`src/hw/rtl/pngchk_pkg.sv`:
```
// Shared types, constants and functions for the PNG header check unit.
// Holds the status codes, the fixed header bytes and the bytewise CRC-32 step.
// Depends on nothing.
package pngchk_pkg;

    // Result status codes.
    typedef enum logic [2:0] {
        ST_OK       = 3'd0,
        ST_SHORT    = 3'd1,
        ST_BAD_SIG  = 3'd2,
        ST_BAD_LEN  = 3'd3,
        ST_BAD_NAME = 3'd4,
        ST_BAD_CRC  = 3'd5
    } t_status;

    // Byte position counter and the landmarks in the 33-byte header.
    localparam int POS_W = 6;
    typedef logic [POS_W-1:0] t_pos;

    localparam t_pos POS_SIG_END  = t_pos'(8);   // first byte after the signature
    localparam t_pos POS_LEN_LAST = t_pos'(11);
    localparam t_pos POS_NAME     = t_pos'(12);
    localparam t_pos POS_DATA     = t_pos'(16);
    localparam t_pos POS_WIDTH    = t_pos'(19);
    localparam t_pos POS_HEIGHT   = t_pos'(23);
    localparam t_pos POS_DEPTH    = t_pos'(24);
    localparam t_pos POS_COLOUR   = t_pos'(25);
    localparam t_pos POS_CRC      = t_pos'(29);
    localparam t_pos POS_LAST_HDR = t_pos'(32);
    localparam t_pos POS_DONE     = t_pos'(33);

    localparam logic [31:0] IHDR_LENGTH = 32'd13;
    localparam logic [31:0] CRC_POLY    = 32'hEDB8_8320;
    localparam logic [31:0] CRC_PRESET  = 32'hFFFF_FFFF;

    // Output item layout, lowest bits first.
    localparam int STATUS_W = 3;
    localparam int DIM_W    = 32;
    localparam int BYTE_W   = 8;
    localparam int OUT_BITS = STATUS_W + 2 * DIM_W + 2 * BYTE_W;
    localparam int OUT_W    = ((OUT_BITS + 7) / 8) * 8;

    // Expected signature byte at positions 0 to 7.
    function automatic logic [7:0] sig_byte(input logic [2:0] idx);
        logic [7:0] b;
        case (idx)
            3'd0:    b = 8'd137;
            3'd1:    b = 8'd80;
            3'd2:    b = 8'd78;
            3'd3:    b = 8'd71;
            3'd4:    b = 8'd13;
            3'd5:    b = 8'd10;
            3'd6:    b = 8'd26;
            default: b = 8'd10;
        endcase
        return b;
    endfunction

    // Expected chunk name byte, "IHDR".
    function automatic logic [7:0] name_byte(input logic [1:0] idx);
        logic [7:0] b;
        case (idx)
            2'd0:    b = 8'd73;
            2'd1:    b = 8'd72;
            2'd2:    b = 8'd68;
            default: b = 8'd82;
        endcase
        return b;
    endfunction

    // One byte of the reflected CRC-32, eight bit steps.
    function automatic logic [31:0] crc_byte(input logic [31:0] crc_in, input logic [7:0] b);
        logic [31:0] c;
        c = crc_in ^ {24'd0, b};
        for (int k = 0; k < 8; k++) begin
            if (c[0]) begin
                c = (c >> 1) ^ CRC_POLY;
            end else begin
                c = c >> 1;
            end
        end
        return c;
    endfunction

endpackage

```
`src/hw/rtl/png_header_check_unit.sv`:
```
// Top level of the PNG header check unit: byte stream in, one header result out.
// Uses pngchk_pkg for status codes, header constants and the CRC-32 step.
//
// Channel | Direction | Contents
// s       | in        | tdata[7:0] data_byte, tlast last_byte
// m       | out       | tdata: status, image_width, image_height, pixel_depth, colour_mode
//
// Each byte is taken when accepted; a new byte can follow in the next cycle unless a stalled result holds input.
// The CRC update (eight bit steps of the reflected CRC-32) sets the path length.
// The result sits in an output register; input is taken whenever that register
// is empty or is being emptied in the same cycle, so only a stalled result stalls input.
// Reset is synchronous and active low; the next byte after a last mark starts a new body.
module png_header_check_unit
    import pngchk_pkg::*;
(
    input  logic              i_clk,
    input  logic              i_rst_n,
    input  logic              i_s_tvalid,
    output logic              o_s_tready,
    input  logic [7:0]        i_s_tdata,    // [7:0] data_byte
    input  logic              i_s_tlast,    // last_byte
    output logic              o_m_tvalid,
    input  logic              i_m_tready,
    // [2:0] status, [34:3] image_width, [66:35] image_height,
    // [74:67] pixel_depth, [82:75] colour_mode, [87:83] zero
    output logic [OUT_W-1:0]  o_m_tdata
);

    // Parsing state.
    t_pos        r_pos,       n_pos;
    logic [31:0] r_crc,       n_crc;
    t_status     r_err,       n_err;
    logic [31:0] r_shift,     n_shift;
    logic [31:0] r_width,     n_width;
    logic [31:0] r_height,    n_height;
    logic [7:0]  r_depth,     n_depth;
    logic [7:0]  r_colour,    n_colour;

    // Output register.
    logic             r_out_valid, n_out_valid;
    logic [OUT_W-1:0] r_out_data,  n_out_data;

    logic    accept;
    logic    res_valid;
    t_status res_status;
    logic    hdr_byte;
    t_status err_step;

    assign o_s_tready = !r_out_valid || i_m_tready;
    assign accept     = i_s_tvalid && o_s_tready;
    assign o_m_tvalid = r_out_valid;
    assign o_m_tdata  = r_out_data;

    // Per-byte header checks and field capture.
    always_comb begin
        n_pos    = r_pos;
        n_crc    = r_crc;
        n_err    = r_err;
        n_shift  = r_shift;
        n_width  = r_width;
        n_height = r_height;
        n_depth  = r_depth;
        n_colour = r_colour;
        err_step = ST_OK;
        res_valid  = 1'b0;
        res_status = ST_OK;
        hdr_byte   = (r_pos < POS_DONE);

        if (hdr_byte) begin
            n_shift = {r_shift[23:0], i_s_tdata};
            if (r_pos < POS_SIG_END) begin
                if (i_s_tdata != sig_byte(r_pos[2:0])) begin
                    err_step = ST_BAD_SIG;
                end
            end else if (r_pos < POS_NAME) begin
                if (r_pos == POS_LEN_LAST && n_shift != IHDR_LENGTH) begin
                    err_step = ST_BAD_LEN;
                end
            end else if (r_pos < POS_CRC) begin
                n_crc = crc_byte(r_crc, i_s_tdata);
                if (r_pos < POS_DATA) begin
                    if (i_s_tdata != name_byte(r_pos[1:0])) begin
                        err_step = ST_BAD_NAME;
                    end
                end
                if (r_pos == POS_WIDTH) begin
                    n_width = n_shift;
                end
                if (r_pos == POS_HEIGHT) begin
                    n_height = n_shift;
                end
                if (r_pos == POS_DEPTH) begin
                    n_depth = i_s_tdata;
                end
                if (r_pos == POS_COLOUR) begin
                    n_colour = i_s_tdata;
                end
            end else if (r_pos == POS_LAST_HDR) begin
                if (n_shift != ~r_crc) begin
                    err_step = ST_BAD_CRC;
                end
            end

            // Keep only the earliest error.
            if (r_err == ST_OK) begin
                n_err = err_step;
            end

            if (r_pos == POS_LAST_HDR) begin
                res_valid  = 1'b1;
                res_status = n_err;
                n_pos      = POS_DONE;
            end else if (i_s_tlast) begin
                res_valid  = 1'b1;
                res_status = ST_SHORT;
            end else begin
                n_pos = r_pos + t_pos'(1);
            end
        end

        // A last mark always returns the parser to its reset state.
        if (i_s_tlast) begin
            n_pos = '0;
            n_crc = CRC_PRESET;
            n_err = ST_OK;
        end
    end

    // Output register load and drain.
    always_comb begin
        n_out_valid = r_out_valid;
        n_out_data  = r_out_data;
        if (i_m_tready) begin
            n_out_valid = 1'b0;
        end
        if (accept && res_valid) begin
            n_out_valid = 1'b1;
            n_out_data  = '0;
            n_out_data[STATUS_W-1:0] = res_status;
            if (res_status == ST_OK) begin
                n_out_data[OUT_BITS-1:STATUS_W] = {n_colour, n_depth, n_height, n_width};
            end
        end
    end

    // Control registers.
    always_ff @(posedge i_clk) begin
        if (!i_rst_n) begin
            r_pos       <= '0;
            r_crc       <= CRC_PRESET;
            r_err       <= ST_OK;
            r_out_valid <= 1'b0;
        end else begin
            if (accept) begin
                r_pos <= n_pos;
                r_crc <= n_crc;
                r_err <= n_err;
            end
            r_out_valid <= n_out_valid;
        end
    end

    // Payload registers.
    always_ff @(posedge i_clk) begin
        if (accept) begin
            r_shift  <= n_shift;
            r_width  <= n_width;
            r_height <= n_height;
            r_depth  <= n_depth;
            r_colour <= n_colour;
        end
        r_out_data <= n_out_data;
    end

    // Checks.
    a_pos_range: assert property (@(posedge i_clk) disable iff (!i_rst_n)
        r_pos <= POS_DONE)
        else $error("byte position beyond header end");

    a_last_restarts: assert property (@(posedge i_clk) disable iff (!i_rst_n)
        accept && i_s_tlast |=> r_pos == '0 && r_crc == CRC_PRESET && r_err == ST_OK)
        else $error("parser not cleared after last byte");

    a_error_clears_fields: assert property (@(posedge i_clk) disable iff (!i_rst_n)
        r_out_valid && r_out_data[STATUS_W-1:0] != ST_OK |->
            r_out_data[OUT_BITS-1:STATUS_W] == '0)
        else $error("header fields given with an error status");

    a_error_needs_bytes: assert property (@(posedge i_clk) disable iff (!i_rst_n)
        r_err != ST_OK |-> r_pos != '0)
        else $error("error held at the start of a body");

endmodule
```
`config.mk`:
```
export PLATFORM = sky130hd
export DESIGN_NAME = png_header_check_unit
export DESIGN_NICKNAME = d
export VERILOG_FILES = /design/src/hw/rtl/pngchk_pkg.sv /design/src/hw/rtl/png_header_check_unit.sv
export SDC_FILE = /design/constraint.sdc
export NUM_CORES = 1
export LEC_CHECK = 0
export BUFFER_PORTS_ARGS = -buffer_cell sky130_fd_sc_hd__buf_2
export CAP_MARGIN = 20
export CELL_PAD_IN_SITES_DETAIL_PLACEMENT = 0
export CELL_PAD_IN_SITES_GLOBAL_PLACEMENT = 1
export CORE_ASPECT_RATIO = 1.2
export CORE_UTILIZATION = 52
export CTS_CLUSTER_DIAMETER = 30
export DETAILED_ROUTE_END_ITERATION = 16
export HOLD_SLACK_MARGIN = 0.1
export PLACE_DENSITY_LB_ADDON = 0.1
export SYNTH_ARGS = -nofsm -noshare
export SYNTH_HDL_FRONTEND = slang
export SYNTH_SLANG_ARGS = --single-unit
```
`constraint.sdc`:
```
create_clock -name i_clk -period 16.92 [get_ports i_clk]
set_input_delay 0 -clock i_clk [delete_from_list [all_inputs] [get_ports i_clk]]
set_output_delay 0 -clock i_clk [all_outputs]
set_load 0.01 [all_outputs]
```
==> flow_metrics.tcl <==
set metrics [dict create \
    status "completed" \
    crit_type "flop to flop" \
    post-route-min-period_ps 3191 \
    cp-start-kind "flop" \
    dr.max_layer_used "met4" \
    required_ps 17230 \
    first_pass_iters 7 \
    crit_arrival_ps 3500 \
    ys_warn_count 0 \
    wl_met3_um 1259 \
    p_comb_share_pct 8.3 \
    async_flop_share_pct 0 \
    whs_ps 126.0 \
    synth.area.top_cells "edfxtp_1 (52%), mux2_2 (8.0%), dfxtp_1 (7.8%)" \
    fp.dieH_um 159.9 \
    vias_per_cell 5.855 \
    grt_max_degree 82 \
    fp.dieW_um 133.6 \
    synth-edff-count 187 \
    layout-drive-gt1-share_pct 27.59 \
    gp_congestion 0.8941 \
    synthDistinctLibCells 50 \
    ys.flop_type "edfxtp_1" \
    path_max_fanout 80 \
    root_buffer "clkbuf_16" \
    clock.fmax_mhz 313.4 \
    synthesis.area_um2 10800 \
    via_count 7266 \
    drt_wl_total_um 26330 \
    pwr_density_cell_nw_per_um2 123.6 \
    p_sw_share_pct 23.31 \
    grt_pass1_vias 7300 \
    timing.critical_path.mode_cell "or2_2" \
    grt_usage_pct 25.24 \
    avgSynthCellArea_um2 12.66 \
    p_leak_nw 4.688 \
    synth_top_area_share_pct 51.98 \
    h-tree-depth 2 \
    finalSetupViolCount 0 \
    clock_skew_ps 16.22 \
    antenna_found_initial 0 \
    timing.slew.headroom_pct 32.04 \
    ctsHoldBuffers 11 \
    syn_to_final_growth_pct 18.79 \
    hp-class "input pin to flop" \
    grt_pass1_wl_um 41680 \
    hpwl_um 16230 \
    clk_latency_ps 510 \
    drv_slew 0 \
    critPathMaxStageDelay_ps 640 \
    cts_resized 0 \
    placementRows 57 \
    start_util_pct 53.15 \
    dr.first_iter.drc_count 548 \
    vdd_drop_max_uv 79.43 \
    ys_ff_latch 229 \
    antenna_left 0 \
    overflow 0 \
    cts_buffers 40 \
    clock_sinks 229 \
    die_area_um2 21360 \
    hold_viol 0 \
    p_switching_w 0.0003697 \
    post-cts-setup-buffers 0 \
    portBuffers 97 \
    cts_tree "built" \
    drv_cap 0 \
    yosysTopAreaCell "edfxtp_1" \
    fin_nets 966 \
    p_clk_share_pct 50.3 \
    core-area_um2 20330 \
    seq_area_frac_synth_pct 59.76 \
    tns_ps 0 \
    rsz0062_at_grt "false" \
    post_drt_wl_per_cell_um 21.21 \
    cp-end-kind "flop" \
    pwr-share-seq_pct 41.5 \
    drt-met1-wl_um 11210 \
    cp_slowest_cell "buf_4" \
    clk_pin_slew_ps 50 \
    period_share_pct 18.86 \
    intPower_w 0.001217 \
    crit_chain "inv_1 > ha_1 > a21oi_1 > or2_2 > or2_2 > buf_4 > nand3_1 > nor3_1" \
    worstMarginPinSlew_ps 1019 \
    synth_cells 853 \
    met2_wirelength_um 13190 \
    drcViolationCount 0 \
    clockBufferDepth 3 \
    ioPinCount 103 \
]
area by class of cell:
class                      count  area [µm²]
fill                        1607        7493
tap                          265       331.6
antenna                        1       2.502
clock inverter                26       311.5
sequential                   229        6456
inverter                       8       31.28
clock buffer                  46        1033
timing repair buffer         116       675.6
multi-input combinational    550        3990
per-layer routing:
metal	vias up	track usage, %
met5	-	0
met4	0	8.729
met3	47	4.032
met2	239	42.57
met1	3626	33.01
li1	3354	-
sequential cells by signal, indices dropped and copies added, names as in the netlist, 3 cells and up:
register	flops
o_m_tdata	83
r_colour	8
r_crc	32
r_depth	8
r_err	3
r_height	32
r_pos	6
r_shift	24
r_width	32
critical path: cells and delay by family, from the launching register on:
kind,cells,cell delay [ps]
AOI/OAI and AO/OA,1,410
adders and majority gates,1,360
buffers and inverters,2,790
DFF,1,500
and+or+nand+nor,4,790
cell usage after synthesis, types with 15 or more instances:
master,number
o22a_1,18
nor2_1,33
dfxtp_1,42
mux2_2,77
o21ai_0,24
xnor2_1,67
nand3_1,87
clkbuf_1,25
nor3_1,101
buf_1,15
edfxtp_1,187
xor2_1,27
nand2_1,17
metrics by stage:
step | area [µm²] | total power (W) | worst slack (ps) | utilization, % | cells
after floorplan | 10820 | 0.0007596 | 9428 | - | 857
after detailed placement | 11350 | 0.0007962 | 13790 | 55.83 | 1156
final | 12830 | 0.001586 | 13730 | 63.13 | 1241
after CTS | 12800 | 0.001597 | 13790 | 62.99 | 1239
after global placement | 11350 | 0.0007932 | 13800 | 55.83 | 1156
after global routing | 12830 | 0.001636 | 13520 | 63.12 | 1240
logic make-up after synthesis:
group | share of synthesized area (%)
and+or+nand+nor | 13.19
adders and majority gates | 0.9266
other | 0.03471
AOI/OAI and AO/OA | 4.471
xor gates and xnor gates | 9.694
DFF | 59.76
muxes | 8.212
buffers and inverters | 3.706
cell usage in the layout, fill, tap and decap left out, types with 7 or more instances in the layout:
cell and instances:
dfxtp_1 42, buf_4 7, clkbuf_16 40, a21oi_1 7
ha_1 8, dlygate4sd3_1 11, o22a_1 18, nand3_1 87
nand4_1 11, nand2_1 17, xor2_1 27, mux2_2 77
nor4_1 13, xnor2_1 67, o21ai_0 24, nor2_1 31
nor3_1 101, inv_1 7, buf_2 97, edfxtp_1 187
power groups by stage:
stage	registers, W	clock network (W)	logic [W]
finish	0.000658	0.000798	0.000131
global route	0.000660	0.000834	0.000142
CTS	0.000658	0.000808	0.000130
detailed placement	0.000669	0	0.000128
global placement	0.000668	0	0.000125
floorplan	0.000669	0	0.0000905
worst paths after layout:
path                                 start       endpoint  slack [ps]  depth (start not counted)
worst max-delay path              r_pos[1]  o_m_tdata[31]       13730                          8
worst max register to register    r_pos[1]  o_m_tdata[31]       13730                          8
worst min-delay path            i_s_tvalid       r_err[1]         130                          6
worst min register to register    r_err[1]       r_err[1]         530                          2
Power figures use the tool's default switching activity.
